==> config.mk <==
export PLATFORM = sky130hd
export DESIGN_NAME = ack_retransmit_tracker_flat
export DESIGN_NICKNAME = d
export VERILOG_FILES = /design/src/rtl/core/art_pkg.sv /design/src/rtl/core/art_if.sv /design/src/rtl/core/art_table.sv /design/src/rtl/core/art_seq.sv /design/src/rtl/core/ack_retransmit_tracker.sv /design/src/flat_wrapper.sv
export SDC_FILE = /design/constraint.sdc
export NUM_CORES = 1
export LEC_CHECK = 0
export BUFFER_PORTS_ARGS = -buffer_cell sky130_fd_sc_hd__buf_2
export CORE_MARGIN = 2
export CORE_UTILIZATION = 56
export CTS_BUF_LIST = sky130_fd_sc_hd__clkbuf_16
export DETAILED_ROUTE_END_ITERATION = 8
export PLACE_DENSITY_LB_ADDON = 0.3
export SLEW_MARGIN = 20
export SYNTH_ARGS = -nofsm -noshare
export SYNTH_HDL_FRONTEND = slang
export SYNTH_HIERARCHICAL = 1
export SYNTH_SLANG_ARGS = --single-unit
==> constraint.sdc <==
create_clock -name clk -period 6.51 [get_ports clk]
set_input_delay 0.3255 -clock clk [delete_from_list [all_inputs] [get_ports clk]]
set_output_delay 0.3255 -clock clk [all_outputs]
set_load 0.005 [all_outputs]
==> src/rtl/core/art_pkg.sv <==
// ----------------------------------------------------------------------------
// art_pkg: shared types and constants of the acknowledgement tracker
// Slot count, field widths, command and result codes, and the slot record.
// ----------------------------------------------------------------------------
package art_pkg;

    localparam int SLOTS       = 8;
    localparam int MAX_RESULTS = 8;

    localparam int SLOT_IW = (SLOTS > 1) ? $clog2(SLOTS) : 1;
    localparam int CNT_W   = $clog2(MAX_RESULTS + 1);

    localparam int ID_W    = 16;
    localparam int RETRY_W = 4;
    localparam int AGE_W   = 16;
    localparam int CMD_W   = 2;
    localparam int KIND_W  = 3;

    localparam int CFG_IDX_W  = 1;
    localparam int CFG_DATA_W = 16;

    localparam logic [CFG_IDX_W-1:0] CFG_RETRY_LIMIT   = 1'd0;
    localparam logic [CFG_IDX_W-1:0] CFG_TIMEOUT_TICKS = 1'd1;

    localparam logic [RETRY_W-1:0] RETRY_LIMIT_RST   = 4'd3;
    localparam logic [AGE_W-1:0]   TIMEOUT_TICKS_RST = 16'd250;

    localparam logic [AGE_W-1:0] AGE_MAX = '1;

    typedef enum logic [CMD_W-1:0] {
        CMD_RECORD  = 2'd0,
        CMD_CONFIRM = 2'd1,
        CMD_REPLY   = 2'd2,
        CMD_TICK    = 2'd3
    } art_cmd_t;

    typedef enum logic [KIND_W-1:0] {
        KIND_DONE     = 3'd0,
        KIND_FOUND    = 3'd1,
        KIND_NOTFOUND = 3'd2,
        KIND_FULL     = 3'd3,
        KIND_RETX     = 3'd4,
        KIND_GIVEUP   = 3'd5
    } art_kind_t;

    typedef struct packed {
        logic               valid;
        logic [ID_W-1:0]    id;
        logic [RETRY_W-1:0] retries;
        logic [AGE_W-1:0]   age;
        logic               confirmed;
    } art_slot_t;

    // One response handed from the sequencer to the output register.
    typedef struct packed {
        logic            valid;
        art_kind_t       kind;
        logic [ID_W-1:0] id;
        logic            last;
    } art_push_t;

endpackage

==> src/rtl/core/art_if.sv <==
// ----------------------------------------------------------------------------
// art_if: request and response channels of the acknowledgement tracker
// Valid/ready channels; a transfer happens when valid and ready are both high.
// ----------------------------------------------------------------------------
interface art_req_if;
    logic        valid;
    logic        ready;
    logic [1:0]  cmd;
    logic [15:0] msg_id;
    logic        reply_ok;

    modport source (output valid, output cmd, output msg_id, output reply_ok,
                    input ready);
    modport sink   (input valid, input cmd, input msg_id, input reply_ok,
                    output ready);
endinterface

interface art_rsp_if;
    logic        valid;
    logic        ready;
    logic [2:0]  result_kind;
    logic [15:0] result_id;
    logic        last;

    modport source (output valid, output result_kind, output result_id,
                    output last, input ready);
    modport sink   (input valid, input result_kind, input result_id,
                    input last, output ready);
endinterface

==> src/rtl/core/art_table.sv <==
// ----------------------------------------------------------------------------
// art_table: slot storage of the acknowledgement tracker
// One read and one write port at the slot the sequencer is visiting.
// ----------------------------------------------------------------------------
module art_table (
    input  logic                       clk,
    input  logic                       rst_n,
    input  logic [art_pkg::SLOT_IW-1:0] idx,
    input  logic                       wr_en,
    input  art_pkg::art_slot_t         wr_data,
    output art_pkg::art_slot_t         rd_data
);
    import art_pkg::*;

    logic [SLOTS-1:0]   valid_reg;
    logic [ID_W-1:0]    id_reg      [SLOTS];
    logic [RETRY_W-1:0] retries_reg [SLOTS];
    logic [AGE_W-1:0]   age_reg     [SLOTS];
    logic               conf_reg    [SLOTS];

    // Valid bits clear at reset; the rest is only read behind a valid bit.
    always_ff @(posedge clk or negedge rst_n)
    begin
        if (!rst_n)
        begin
            valid_reg <= '0;
        end
        else if (wr_en)
        begin
            valid_reg[idx] <= wr_data.valid;
        end
    end

    always_ff @(posedge clk)
    begin
        if (wr_en)
        begin
            id_reg[idx]      <= wr_data.id;
            retries_reg[idx] <= wr_data.retries;
            age_reg[idx]     <= wr_data.age;
            conf_reg[idx]    <= wr_data.confirmed;
        end
    end

    always_comb
    begin
        rd_data.valid     = valid_reg[idx];
        rd_data.id        = id_reg[idx];
        rd_data.retries   = retries_reg[idx];
        rd_data.age       = age_reg[idx];
        rd_data.confirmed = conf_reg[idx];
    end

endmodule

==> src/rtl/core/art_seq.sv <==
// ----------------------------------------------------------------------------
// art_seq: slot walker of the acknowledgement tracker
// Visits one slot per cycle with a shared compare/age unit, unless a tick stalls, and issues responses.
// ----------------------------------------------------------------------------
module art_seq (
    input  logic                          clk,
    input  logic                          rst_n,
    input  logic                          start,
    input  art_pkg::art_cmd_t             cmd,
    input  logic [art_pkg::ID_W-1:0]      msg_id,
    input  logic                          reply_ok,
    input  logic [art_pkg::RETRY_W-1:0]   retry_limit,
    input  logic [art_pkg::AGE_W-1:0]     timeout_ticks,
    input  logic                          out_free,
    output logic                          idle,
    output logic [art_pkg::SLOT_IW-1:0]   idx,
    input  art_pkg::art_slot_t            rd_data,
    output logic                          wr_en,
    output art_pkg::art_slot_t            wr_data,
    output art_pkg::art_push_t            push
);
    import art_pkg::*;

    typedef enum logic [1:0] {
        ST_IDLE,
        ST_WALK,
        ST_FINISH
    } state_t;

    state_t               state_reg,      state_next;
    logic [SLOT_IW-1:0]   idx_reg,        idx_next;
    art_cmd_t             cmd_reg,        cmd_next;
    logic [ID_W-1:0]      id_reg,         id_next;
    logic                 ok_reg,         ok_next;
    logic                 found_reg,      found_next;
    logic                 walk_on_reg,    walk_on_next;
    logic [CNT_W-1:0]     n_reg,          n_next;
    logic                 pend_valid_reg, pend_valid_next;
    art_kind_t            pend_kind_reg,  pend_kind_next;
    logic [ID_W-1:0]      pend_id_reg,    pend_id_next;

    logic             last_slot;
    logic             match;
    logic [AGE_W-1:0] aged;
    logic             timed_out;
    logic             walk_act;
    logic             event_hit;
    logic             stall;

    // Shared unit: id compare, saturating age step and timeout compare.
    assign last_slot = (idx_reg == SLOT_IW'(SLOTS - 1));
    assign match     = rd_data.valid && (rd_data.id == id_reg);
    assign aged      = (rd_data.age == AGE_MAX) ? rd_data.age : rd_data.age + 1'b1;
    assign timed_out = (aged > timeout_ticks);
    assign walk_act  = walk_on_reg && (n_reg != CNT_W'(MAX_RESULTS));
    assign event_hit = rd_data.valid && walk_act && timed_out
                       && ((rd_data.retries == '0) || !rd_data.confirmed);
    assign stall     = event_hit && pend_valid_reg && !out_free;

    assign idle = (state_reg == ST_IDLE);
    assign idx  = idx_reg;

    always_comb
    begin
        state_next      = state_reg;
        idx_next        = idx_reg;
        cmd_next        = cmd_reg;
        id_next         = id_reg;
        ok_next         = ok_reg;
        found_next      = found_reg;
        walk_on_next    = walk_on_reg;
        n_next          = n_reg;
        pend_valid_next = pend_valid_reg;
        pend_kind_next  = pend_kind_reg;
        pend_id_next    = pend_id_reg;
        wr_en           = 1'b0;
        wr_data         = rd_data;
        push            = '0;

        unique case (state_reg)
            ST_IDLE:
            begin
                if (start)
                begin
                    cmd_next        = cmd;
                    id_next         = msg_id;
                    ok_next         = reply_ok;
                    idx_next        = '0;
                    found_next      = 1'b0;
                    walk_on_next    = 1'b1;
                    n_next          = '0;
                    pend_valid_next = 1'b0;
                    state_next      = ST_WALK;
                end
            end

            ST_WALK:
            begin
                unique case (cmd_reg)
                    CMD_RECORD:
                    begin
                        if (!rd_data.valid)
                        begin
                            wr_en             = 1'b1;
                            wr_data.valid     = 1'b1;
                            wr_data.id        = id_reg;
                            wr_data.retries   = retry_limit;
                            wr_data.age       = '0;
                            wr_data.confirmed = 1'b0;
                            pend_valid_next   = 1'b1;
                            pend_kind_next    = KIND_DONE;
                            pend_id_next      = id_reg;
                            state_next        = ST_FINISH;
                        end
                        else if (last_slot)
                        begin
                            pend_valid_next = 1'b1;
                            pend_kind_next  = KIND_FULL;
                            pend_id_next    = id_reg;
                            state_next      = ST_FINISH;
                        end
                        else
                        begin
                            idx_next = idx_reg + 1'b1;
                        end
                    end

                    CMD_CONFIRM, CMD_REPLY:
                    begin
                        if (cmd_reg == CMD_REPLY && !ok_reg)
                        begin
                            // Failed reply: drop every matching slot.
                            if (match)
                            begin
                                wr_en         = 1'b1;
                                wr_data.valid = 1'b0;
                            end
                            if (last_slot)
                            begin
                                pend_valid_next = 1'b1;
                                pend_kind_next  = (found_reg || match) ? KIND_FOUND
                                                                       : KIND_NOTFOUND;
                                pend_id_next    = id_reg;
                                state_next      = ST_FINISH;
                            end
                            else
                            begin
                                found_next = found_reg || match;
                                idx_next   = idx_reg + 1'b1;
                            end
                        end
                        else if (match)
                        begin
                            // First hit confirms, second hit frees.
                            wr_en = 1'b1;
                            if (!rd_data.confirmed)
                            begin
                                wr_data.confirmed = 1'b1;
                            end
                            else
                            begin
                                wr_data.valid = 1'b0;
                            end
                            pend_valid_next = 1'b1;
                            pend_kind_next  = KIND_FOUND;
                            pend_id_next    = id_reg;
                            state_next      = ST_FINISH;
                        end
                        else if (last_slot)
                        begin
                            pend_valid_next = 1'b1;
                            pend_kind_next  = KIND_NOTFOUND;
                            pend_id_next    = id_reg;
                            state_next      = ST_FINISH;
                        end
                        else
                        begin
                            idx_next = idx_reg + 1'b1;
                        end
                    end

                    CMD_TICK:
                    begin
                        if (!stall)
                        begin
                            if (rd_data.valid)
                            begin
                                wr_en       = 1'b1;
                                wr_data.age = aged;
                            end
                            if (event_hit)
                            begin
                                // Flush the held response; it is not the final one.
                                if (pend_valid_reg)
                                begin
                                    push.valid = 1'b1;
                                    push.kind  = pend_kind_reg;
                                    push.id    = pend_id_reg;
                                    push.last  = 1'b0;
                                end
                                pend_valid_next = 1'b1;
                                pend_id_next    = rd_data.id;
                                n_next          = n_reg + 1'b1;
                                if (rd_data.retries != '0)
                                begin
                                    wr_data.retries = rd_data.retries - 1'b1;
                                    wr_data.age     = '0;
                                    pend_kind_next  = KIND_RETX;
                                end
                                else
                                begin
                                    wr_data.valid  = 1'b0;
                                    pend_kind_next = KIND_GIVEUP;
                                    walk_on_next   = 1'b0;
                                end
                            end
                            if (last_slot)
                            begin
                                state_next = ST_FINISH;
                            end
                            else
                            begin
                                idx_next = idx_reg + 1'b1;
                            end
                        end
                    end

                    default:
                    begin
                        state_next = ST_FINISH;
                    end
                endcase
            end

            ST_FINISH:
            begin
                if (out_free)
                begin
                    push.valid = 1'b1;
                    push.kind  = pend_valid_reg ? pend_kind_reg : KIND_DONE;
                    push.id    = pend_valid_reg ? pend_id_reg : id_reg;
                    push.last  = 1'b1;
                    state_next = ST_IDLE;
                end
            end

            default:
            begin
                state_next = ST_IDLE;
            end
        endcase
    end

    always_ff @(posedge clk or negedge rst_n)
    begin
        if (!rst_n)
        begin
            state_reg      <= ST_IDLE;
            idx_reg        <= '0;
            cmd_reg        <= CMD_RECORD;
            id_reg         <= '0;
            ok_reg         <= 1'b0;
            found_reg      <= 1'b0;
            walk_on_reg    <= 1'b0;
            n_reg          <= '0;
            pend_valid_reg <= 1'b0;
            pend_kind_reg  <= KIND_DONE;
            pend_id_reg    <= '0;
        end
        else
        begin
            state_reg      <= state_next;
            idx_reg        <= idx_next;
            cmd_reg        <= cmd_next;
            id_reg         <= id_next;
            ok_reg         <= ok_next;
            found_reg      <= found_next;
            walk_on_reg    <= walk_on_next;
            n_reg          <= n_next;
            pend_valid_reg <= pend_valid_next;
            pend_kind_reg  <= pend_kind_next;
            pend_id_reg    <= pend_id_next;
        end
    end

endmodule

==> src/rtl/core/ack_retransmit_tracker.sv <==
// ----------------------------------------------------------------------------
// ack_retransmit_tracker: table of sent messages awaiting acknowledgement
// Records, confirms and ages messages; emits retransmit and give-up responses.
// ----------------------------------------------------------------------------
// Usage:
//   req carries one request (cmd, msg_id, reply_ok); rsp carries responses
//   (result_kind, result_id, last). Both are valid/ready channels; a transfer
//   happens when valid and ready are high at a rising edge of clk.
//   Every request yields one or more responses; the final one has last set.
//   req.ready is high only while the walker is idle. A request visits the
//   slots one per cycle through a shared compare/age unit, unless a tick
//   stalls on the output register: a record stops at the first free slot,
//   a confirm or a good reply at the first hit, and a failed reply and a
//   tick visit all SLOTS slots. A new request waits until the walker is
//   idle again after the final response.
//   rsp has a one-deep output register; while it holds an untaken response
//   the walker stalls on the slot that wants to report, so nothing is lost.
//   Tick responses are held one step back so that last marks the true end.
//   Registers (cfg_wr_en/cfg_index/cfg_data), index 0 retry_limit, index 1
//   timeout_ticks, must be written only while idle; the block does not check.
//   Reset (rst_n low, asynchronous) frees all slots, restores retry_limit 3
//   and timeout_ticks 250, and drops any pending response.
// ----------------------------------------------------------------------------
module ack_retransmit_tracker (
    input  logic                              clk,
    input  logic                              rst_n,
    input  logic                              cfg_wr_en,
    input  logic [art_pkg::CFG_IDX_W-1:0]     cfg_index,
    input  logic [art_pkg::CFG_DATA_W-1:0]    cfg_data,
    art_req_if.sink                           req,
    art_rsp_if.source                         rsp
);
    import art_pkg::*;

    logic [RETRY_W-1:0] retry_limit_reg;
    logic [AGE_W-1:0]   timeout_ticks_reg;

    logic               out_valid_reg;
    logic [KIND_W-1:0]  out_kind_reg;
    logic [ID_W-1:0]    out_id_reg;
    logic               out_last_reg;

    logic               idle;
    logic               start;
    logic               out_free;
    logic [SLOT_IW-1:0] idx;
    logic               wr_en;
    art_slot_t          wr_data;
    art_slot_t          rd_data;
    art_push_t          push;

    // Configuration registers; a write to a register hits at once.
    always_ff @(posedge clk or negedge rst_n)
    begin
        if (!rst_n)
        begin
            retry_limit_reg   <= RETRY_LIMIT_RST;
            timeout_ticks_reg <= TIMEOUT_TICKS_RST;
        end
        else if (cfg_wr_en)
        begin
            unique case (cfg_index)
                CFG_RETRY_LIMIT:   retry_limit_reg   <= cfg_data[RETRY_W-1:0];
                CFG_TIMEOUT_TICKS: timeout_ticks_reg <= cfg_data[AGE_W-1:0];
                default:           ;
            endcase
        end
    end

    // Accept a request only while the walker is idle.
    assign req.ready = idle;
    assign start     = req.valid && idle;

    art_table u_table (
        .clk     (clk),
        .rst_n   (rst_n),
        .idx     (idx),
        .wr_en   (wr_en),
        .wr_data (wr_data),
        .rd_data (rd_data)
    );

    art_seq u_seq (
        .clk           (clk),
        .rst_n         (rst_n),
        .start         (start),
        .cmd           (art_cmd_t'(req.cmd)),
        .msg_id        (req.msg_id),
        .reply_ok      (req.reply_ok),
        .retry_limit   (retry_limit_reg),
        .timeout_ticks (timeout_ticks_reg),
        .out_free      (out_free),
        .idle          (idle),
        .idx           (idx),
        .rd_data       (rd_data),
        .wr_en         (wr_en),
        .wr_data       (wr_data),
        .push          (push)
    );

    // Output register: load a new response when empty or being drained.
    assign out_free = !out_valid_reg || rsp.ready;

    always_ff @(posedge clk or negedge rst_n)
    begin
        if (!rst_n)
        begin
            out_valid_reg <= 1'b0;
        end
        else if (push.valid)
        begin
            out_valid_reg <= 1'b1;
        end
        else if (rsp.ready)
        begin
            out_valid_reg <= 1'b0;
        end
    end

    always_ff @(posedge clk)
    begin
        if (push.valid)
        begin
            out_kind_reg <= push.kind;
            out_id_reg   <= push.id;
            out_last_reg <= push.last;
        end
    end

    assign rsp.valid       = out_valid_reg;
    assign rsp.result_kind = out_kind_reg;
    assign rsp.result_id   = out_id_reg;
    assign rsp.last        = out_last_reg;

    // Never load a response over one that is still waiting.
    a_push_fits: assert property (@(posedge clk) disable iff (!rst_n)
        push.valid |-> out_free)
        else $error("response loaded into an occupied output register");

    // An accepted request keeps the walker busy in the next cycle.
    a_busy_after_start: assert property (@(posedge clk) disable iff (!rst_n)
        start |=> !req.ready)
        else $error("walker idle right after accepting a request");

    // No response leaves the walker while it is idle.
    a_idle_quiet: assert property (@(posedge clk) disable iff (!rst_n)
        idle |-> !push.valid)
        else $error("response issued while idle");

    // The final response returns the walker to idle.
    a_last_ends: assert property (@(posedge clk) disable iff (!rst_n)
        (push.valid && push.last) |=> req.ready)
        else $error("walker still busy after the final response");

endmodule
==> src/flat_wrapper.sv <==
// flat-port wrapper written by rule: the top's interface ports become plain ports
module ack_retransmit_tracker_flat import art_pkg::*;
  (clk, rst_n, cfg_wr_en, cfg_index, cfg_data, req_valid, req_cmd, req_msg_id, req_reply_ok, req_ready, rsp_valid, rsp_result_kind, rsp_result_id, rsp_last, rsp_ready);
  art_req_if req_i ();
  art_rsp_if rsp_i ();
  input  logic clk;
  input  logic rst_n;
  input  logic cfg_wr_en;
  input  logic [art_pkg::CFG_IDX_W-1:0] cfg_index;
  input  logic [art_pkg::CFG_DATA_W-1:0] cfg_data;
  input wire logic [$bits(req_i.valid)-1:0] req_valid;
  input wire logic [$bits(req_i.cmd)-1:0] req_cmd;
  input wire logic [$bits(req_i.msg_id)-1:0] req_msg_id;
  input wire logic [$bits(req_i.reply_ok)-1:0] req_reply_ok;
  output wire logic [$bits(req_i.ready)-1:0] req_ready;
  output wire logic [$bits(rsp_i.valid)-1:0] rsp_valid;
  output wire logic [$bits(rsp_i.result_kind)-1:0] rsp_result_kind;
  output wire logic [$bits(rsp_i.result_id)-1:0] rsp_result_id;
  output wire logic [$bits(rsp_i.last)-1:0] rsp_last;
  input wire logic [$bits(rsp_i.ready)-1:0] rsp_ready;
  assign req_i.valid = req_valid;
  assign req_i.cmd = req_cmd;
  assign req_i.msg_id = req_msg_id;
  assign req_i.reply_ok = req_reply_ok;
  assign req_ready = req_i.ready;
  assign rsp_valid = rsp_i.valid;
  assign rsp_result_kind = rsp_i.result_kind;
  assign rsp_result_id = rsp_i.result_id;
  assign rsp_last = rsp_i.last;
  assign rsp_i.ready = rsp_ready;
  ack_retransmit_tracker u_core (.clk(clk), .rst_n(rst_n), .cfg_wr_en(cfg_wr_en), .cfg_index(cfg_index), .cfg_data(cfg_data), .req(req_i), .rsp(rsp_i));
endmodule
==> results of run 1 <==
==> worst max-delay path, stage by stage, from the launching register on <==
cell and delay [ps]:
dfrtp_4 560, buf_4 350, mux4_2 540, mux2_2 340, and4_1 240, and4_1 260
nand4_1 240, nand4b_1 240, nor2_1 180, xor2_1 220, ha_1 270, nand2_1 100
or2_1 130, o221ai_1 150, nor4_2 490, o31a_1 270, a211oi_1 100, nor2_2 240
nor2b_1 280, and2_2 370, buf_12 240
==> placed cells by master (no fill, tap or decap), drive strengths merged, types with 9 or more instances in the layout <==
cell type  instances
a211oi            10
a21o               9
a21oi             57
a221oi            35
a22o              27
a22oi             24
and2              14
and3              12
buf              116
clkbuf            41
clkinv            14
dfrtp             71
edfxtp           316
ha                28
inv               49
mux2             122
mux2i             50
mux4              10
nand2             49
nand2b            14
nand3             22
nand4              9
nor2              55
nor2b             13
nor3              10
o211ai            10
o21ai             40
o2bb2ai           11
o31ai              9
or2               10
xnor2              9
xor2              18
==> power groups by stage <==
stage                     Sequential [W]  Clock [W]  Combinational (W)
after floorplan                  0.00383          0            0.00279
after global placement           0.00392          0            0.00385
after detailed placement         0.00394          0            0.00394
after CTS                        0.00389    0.00214            0.00397
after global routing             0.00393    0.00226            0.00440
final                            0.00389    0.00212            0.00404
==> cells by family (layout without fill, tap and decap cells) <==
family / count (synthesis) / after routing / synth area share
multiplexers: 182 / 182 / 0.1165
XOR/XNOR: 27 / 27 / 0.01312
adder cells (fa/ha/maj): 28 / 28 / 0.01944
buffers and inverters: 111 / 229 / 0.02764
AO/OA/AOI/OAI: 284 / 284 / 0.1199
AND/OR/NAND/NOR: 233 / 233 / 0.06652
flip-flops: 395 / 395 / 0.6369
==> layout make-up <==
type / count / area, µm² / share of cell area
clock buffer: 41 / 1026 / 0.05060
clock inverter: 33 / 181.4 / 0.008948
inverter: 32 / 120.1 / 0.005924
multi-input combinational: 754 / 6083 / 0.3000
sequential: 395 / 11480 / 0.5665
tap: 402 / 503.0 / 0.02481
timing repair buffer: 123 / 875.8 / 0.04320
==> metrics by stage <==
| stage | instances | power [W] | area (µm²) | setup WS [ps] |
|---|---|---|---|---|
| 3_3_place_gp | 1699 | 0.007772 | 18980 | 307.0 |
| 3_5_place_dp | 1699 | 0.007880 | 18980 | 230.6 |
| 6_report | 1780 | 0.01005 | 20270 | 338.0 |
| 5_1_grt | 1780 | 0.01059 | 20270 | 24.28 |
| 4_1_cts | 1779 | 0.01001 | 20250 | 148.0 |
| 2_1_floorplan | 1260 | 0.006629 | 18020 | 275.0 |
==> worst paths after layout <==
| check | startpoint | end | slack [ps] | depth (start not counted) |
|---|---|---|---|---|
| max | u_core/u_seq/idx[0] | u_core/u_table/id_reg[1][0] | 340 | 20 |
| min | cfg_data[10] | u_core/timeout_ticks_reg[10] | 10 | 2 |
| max reg2reg | u_core/u_seq/idx[0] | u_core/u_table/id_reg[1][0] | 340 | 20 |
| min reg2reg | u_core/u_seq/pend_kind_reg[2] | u_core/u_seq/pend_kind_reg[2] | 490 | 1 |
| max in group asynchronous | rst_n | u_core/u_seq/idx[2] | 5060 | 3 |
| min in group asynchronous | rst_n | u_core/timeout_ticks_reg[10] | 170 | 2 |
==> what timing repair did <==
item                                   4_1_cts  5_1_grt
endpoints found under the hold margin       17        1
setup endpoints to repair                    0      244
hold buffers                                 6        1
gates resized for setup                      0        3
==> per-layer routing <==
layer / routed length (µm) / share of wire / up-vias
met5: 0 / 0 / -
met4: 874 / 0.021 / 0
met3: 3537 / 0.084 / 69
met2: 19900 / 0.47 / 525
met1: 17860 / 0.42 / 5796
li1: - / - / 5119
==> impl_metrics.toml, run 1 <==
[floorplanning]
std_cell_rows = 65
io_pins = 63
core_region_area_um2 = 31640
initial_utilization = 0.5695
die_h_um = 183.4
dieArea_um2 = 33630
fp.dieW_um = 183.4

[finish]
nets = 1415
final_util = 0.6409
n_antenna_cell = 0
syn_to_final_growth_pct = 12.52
num-fill-cells = 2279
final_layout_size_suffix_gt1_frac = 0.2518

[route]
drt_iter0_markers = 1152
antenna_left = 0
vias = 11510
drt_wl_total_mm = 42.17
drc_errors = 0
drt_first_pass_iters = 6
routed_via_density = 6.466
drt-wirelength-per-cell_um = 23.69

[power]
p_int_w = 0.006259
powerDensity_nw_per_um2 = 495.9
p_leak_nw = 7.252
p_sw_w = 0.003795
clock_power_share = 0.211
pwr-share-comb = 0.402
switching_share = 0.3774
ir_drop_uv = 302.3
sequentialPowerShare = 0.387

[synth]
synth_async_sr_flop_share = 0.2000
syn-num-nets = 1329
synth_edf_count = 316
synth_cell_type_count = 70
synth_seq_cells = 395
synth_common_cells = "edfxtp_1 (316), mux2_2 (111), dfrtp_1 (71)"
synth_area_leaders = "edfxtp_1 (53%), dfrtp_1 (9.9%), mux2_2 (6.9%)"
post-synth-top-count-cell = "edfxtp_1"
syn_avg_cell_area_um2 = 14.30
synth_cells = 1260
synth.largest_area_cell = "edfxtp_1"
synth_top_cell_area_share = 0.5266
synthFlopType = "edfxtp_1"
synth_area_um2 = 18020
seq_area_frac_synth = 0.6369
synth_warnings = 6

[timing]
final-max-slew-violation-count = 0
fin_crit_sh = 0.9481
rsz0062_at_grt = "false"
setup_tns_ps = 0
worstMarginPinSlew_ps = 1147
skew_ps = 25.84
final.min_clock_period_ps = 6172
hold_viol_final = 0
slew_headroom = 0.2272
holdWs_ps = 10.24
fmax_ghz = 0.1620
setup_viol = 0

[global_route]
gr-usage-all-layers = 0.2578
antenna_found_initial = 0
grt_max_degree = 68
grtUsageMet2 = 0.4029
grt_busiest_layer = "met2"
grt_pass1_wl_mm = 66.53
grt_util_met3 = 0.03991
grt_overflow_total = 0
grt_use_met1 = 0.3823
grt_pass1_vias = 11270

[worst_setup_path]
worstSetupPathType = "flip-flop to flip-flop"
cp-start-kind = "flip-flop"
crit_required_ps = 6730
crit_arrival_ps = 6390
cp_max_fo = 24
cp-end-kind = "flip-flop"

[cts]
clock_latency_ps = 540
cts_tree = "done"
cts_max_level = 2
numCtsBuffers = 40
numClockSinks = 395
cts_buffer_depth = 3
post-cts-setup-buffer-count = 0
root_buffer = "clkbuf_16"
clkTransAtPathRegs_ps = 60

[place]
gp_congestion = 0.8828
dp_hpwl_mm = 27.80
port_buffers = 62

[worst_hold_path]
hp-class = "input port to flip-flop"

[run]
max_cap_viol_count = 0

[run_status]
status = "finished clean"
Power figures use the tool's default switching activity.
==> inputs of run 2 (changes only) <==
Settings changed: PLACE_DENSITY from default to 0.72, PLACE_DENSITY_LB_ADDON 0.3 to default.
==> run 2 against run 1 <==
Final area about the same. Clock skew down 5.9 ps. Total power up 1.3%. Global-route usage down 0.053 points. Non-clock buffer count up 4. Combinational power up 1%. Die area unchanged. Flip-flop and latch count unchanged. Hold slack better by 6.9 ps. Routed wire length up 0.31%. Utilization down 0.051 points. Clock-buffer cell count unchanged. Largest cell class unchanged.
==> impl_metrics.toml, run 2 (synthesis results as in run 1) <==
[cts]
cts_buffer_depth = 3
numClockSinks = 395
post-cts-setup-buffer-count = 0
clock_latency_ps = 540
clkTransAtPathRegs_ps = 60
cts_max_level = 2
numCtsBuffers = 40
cts_tree = "done"
root_buffer = "clkbuf_16"

[place]
gp_congestion = 0.8872
pre_cts_slack_ps = 294.9
port_buffers = 62
placed_cell_area_um2 = 18870
dp_hpwl_mm = 27.91

[route]
antenna_left = 0
drt_first_pass_iters = 8
routed_via_density = 6.406
drt_wl_total_mm = 42.30
drt-wirelength-per-cell_um = 23.71
vias = 11430
drt_iter0_markers = 1316
drc_errors = 0

[floorplanning]
die_h_um = 183.4
fp.dieW_um = 183.4
dieArea_um2 = 33630
initial_utilization = 0.5695
std_cell_rows = 65
io_pins = 63
core_region_area_um2 = 31640

[timing]
slew_headroom = 0.2732
postLayoutSetupSlackWorst_ps = 160.6
final.min_clock_period_ps = 6349
fin_crit_sh = 0.9753
final-max-slew-violation-count = 0
setup_viol = 0
worstMarginPinSlew_ps = 1079
fmax_ghz = 0.1575
hold_viol_final = 0
skew_ps = 19.91
rsz0062_at_grt = "true"

[worst_setup_path]
crit_chain = "buf_4 -> mux2_2 -> a221oi_1 -> o21ai_1 -> and4_1 -> and4_1 -> nand4_1 -> nand4b_1 -> nor2_1 -> xor2_1 -> ha_1 -> nand2_1 -> or2_1 -> o221ai_1 -> nor4_2 -> o31a_1 -> a211oi_1 -> nor2_1 -> nor2b_1 -> and2_2 -> buf_4"
worstSetupPathType = "flip-flop to flip-flop"
r2r_start = "u_core/u_seq/idx[0]"
crit_arrival_ps = 6600
worst_r2r_endpoint = "u_core/u_table/id_reg[1][5]"
crit_slowest_cell = "and2_2"
cp-start-kind = "flip-flop"
cp_max_fo = 29
cp-end-kind = "flip-flop"
critPathCapture = "u_core/u_table/id_reg[1][5]"
critPathLaunch = "u_core/u_seq/idx[0]"
r2r_slack_ps = 160
reg2regPathDepth = 21
slowest_delay_ps = 850
crit_required_ps = 6760

[global_route]
grt_max_degree = 72
gr-usage-all-layers = 0.2572
antenna_found_initial = 0
grt_pass1_wl_mm = 66.11
grt_overflow_total = 0
grt_pass1_vias = 11390

[power]
ir_drop_uv = 343.5
p_leak_nw = 7.240
powerDensity_nw_per_um2 = 502.9
total_power_w = 0.01019

[worst_hold_path]
hp-class = "input port to flip-flop"
hold_start = "req_msg_id[1]"

[finish]
final_cell_area_um2 = 20260
syn_to_final_growth_pct = 12.43
n_antenna_cell = 0
num-fill-cells = 2277
final_common_cell = "edfxtp_1"
nets = 1419
final_layout_size_suffix_gt1_frac = 0.2482
layout_common_cells = "edfxtp_1 (316), mux2_2 (111), dfrtp_1 (68), buf_2 (61), a21oi_1 (57)"

[run]
max_cap_viol_count = 0

[run_status]
status = "finished clean"
-- run 2: cell count changes in the layout (fill, tap and decap cells not counted), moves of 2 or more --
cell           change
dlygate4sd3_1      +6
buf_12             -7
buf_4              +5
nor2_1             +2
bufinv_16          +2
clkinv_2           -2
inv_1              -7
clkinv_1           +7
nor2_2             -2
-- run 2: area by class of cell --
| type | count | area (µm²) | area share |
|---|---|---|---|
| inverter | 32 | 120.1 | 0.005929 |
| timing repair buffer | 127 | 833.3 | 0.04113 |
| clock buffer | 41 | 1026 | 0.05065 |
| multi-input combinational | 754 | 6063 | 0.2993 |
| clock inverter | 33 | 227.7 | 0.01124 |
| sequential | 395 | 11480 | 0.5669 |
| tap | 402 | 503.0 | 0.02483 |
-- run 2: metal layers --
metal  vias to the layer above  global-route usage  wire length [µm]
li1                       5121                   -                 -
met1                      5751              0.3794             18780
met2                       485              0.4053             19970
met3                        71             0.03495              2765
met4                         0             0.07168               783
met5                         -                   0                 0
-- run 2: worst min-delay path by stage --
stage	cells past startpoint	endpoint
6_report	2	u_core/u_seq/id_reg[1]
5_1_grt	2	u_core/u_seq/cmd_reg[1]
4_1_cts	2	u_core/u_seq/id_reg[1]
3_5_place_dp	1	u_core/u_seq/id_reg[2]
3_3_place_gp	1	u_core/u_seq/id_reg[4]
2_1_floorplan	0	u_core/retry_limit_reg[2]
-- run 2: critical path, delay by kind of cell, from the launching register on --
family,cells,cell delay (ps)
flops,1,570
buf+inv,2,620
compound gates,5,1010
xor+xnor,1,220
simple gates,11,2990
fa+ha+maj,1,270
mux,1,370
-- run 2: per-stage QoR --
| stage | hold WS, ps | cells | util | setup TNS, ps |
|---|---|---|---|---|
| after CTS | 1.288 | 1784 | 0.6403 | 0 |
| after floorplan | 29.91 | 1260 | - | 0 |
| after detailed placement | 149.1 | 1697 | 0.5966 | 0 |
| after global routing | 3.736 | 1784 | 0.6403 | -10200 |
| after global placement | 149.4 | 1697 | 0.5966 | 0 |
| final | 17.18 | 1784 | 0.6403 | 0 |
-- run 2: repair_timing --
item	in CTS	in global routing
resized for setup	0	0
endpoints found under the setup margin	0	98
hold endpoints to repair	20	0
hold buffers	13	0
-- run 2: power breakdown --
part	internal [W]	total, W	switching (W)	leakage (nW)
clock network	0.00126	0.00220	0.000939	0.646
logic	0.00145	0.00408	0.00263	2.78
registers	0.00364	0.00390	0.000265	3.81
total	0.00635	0.0102	0.00383	7.24
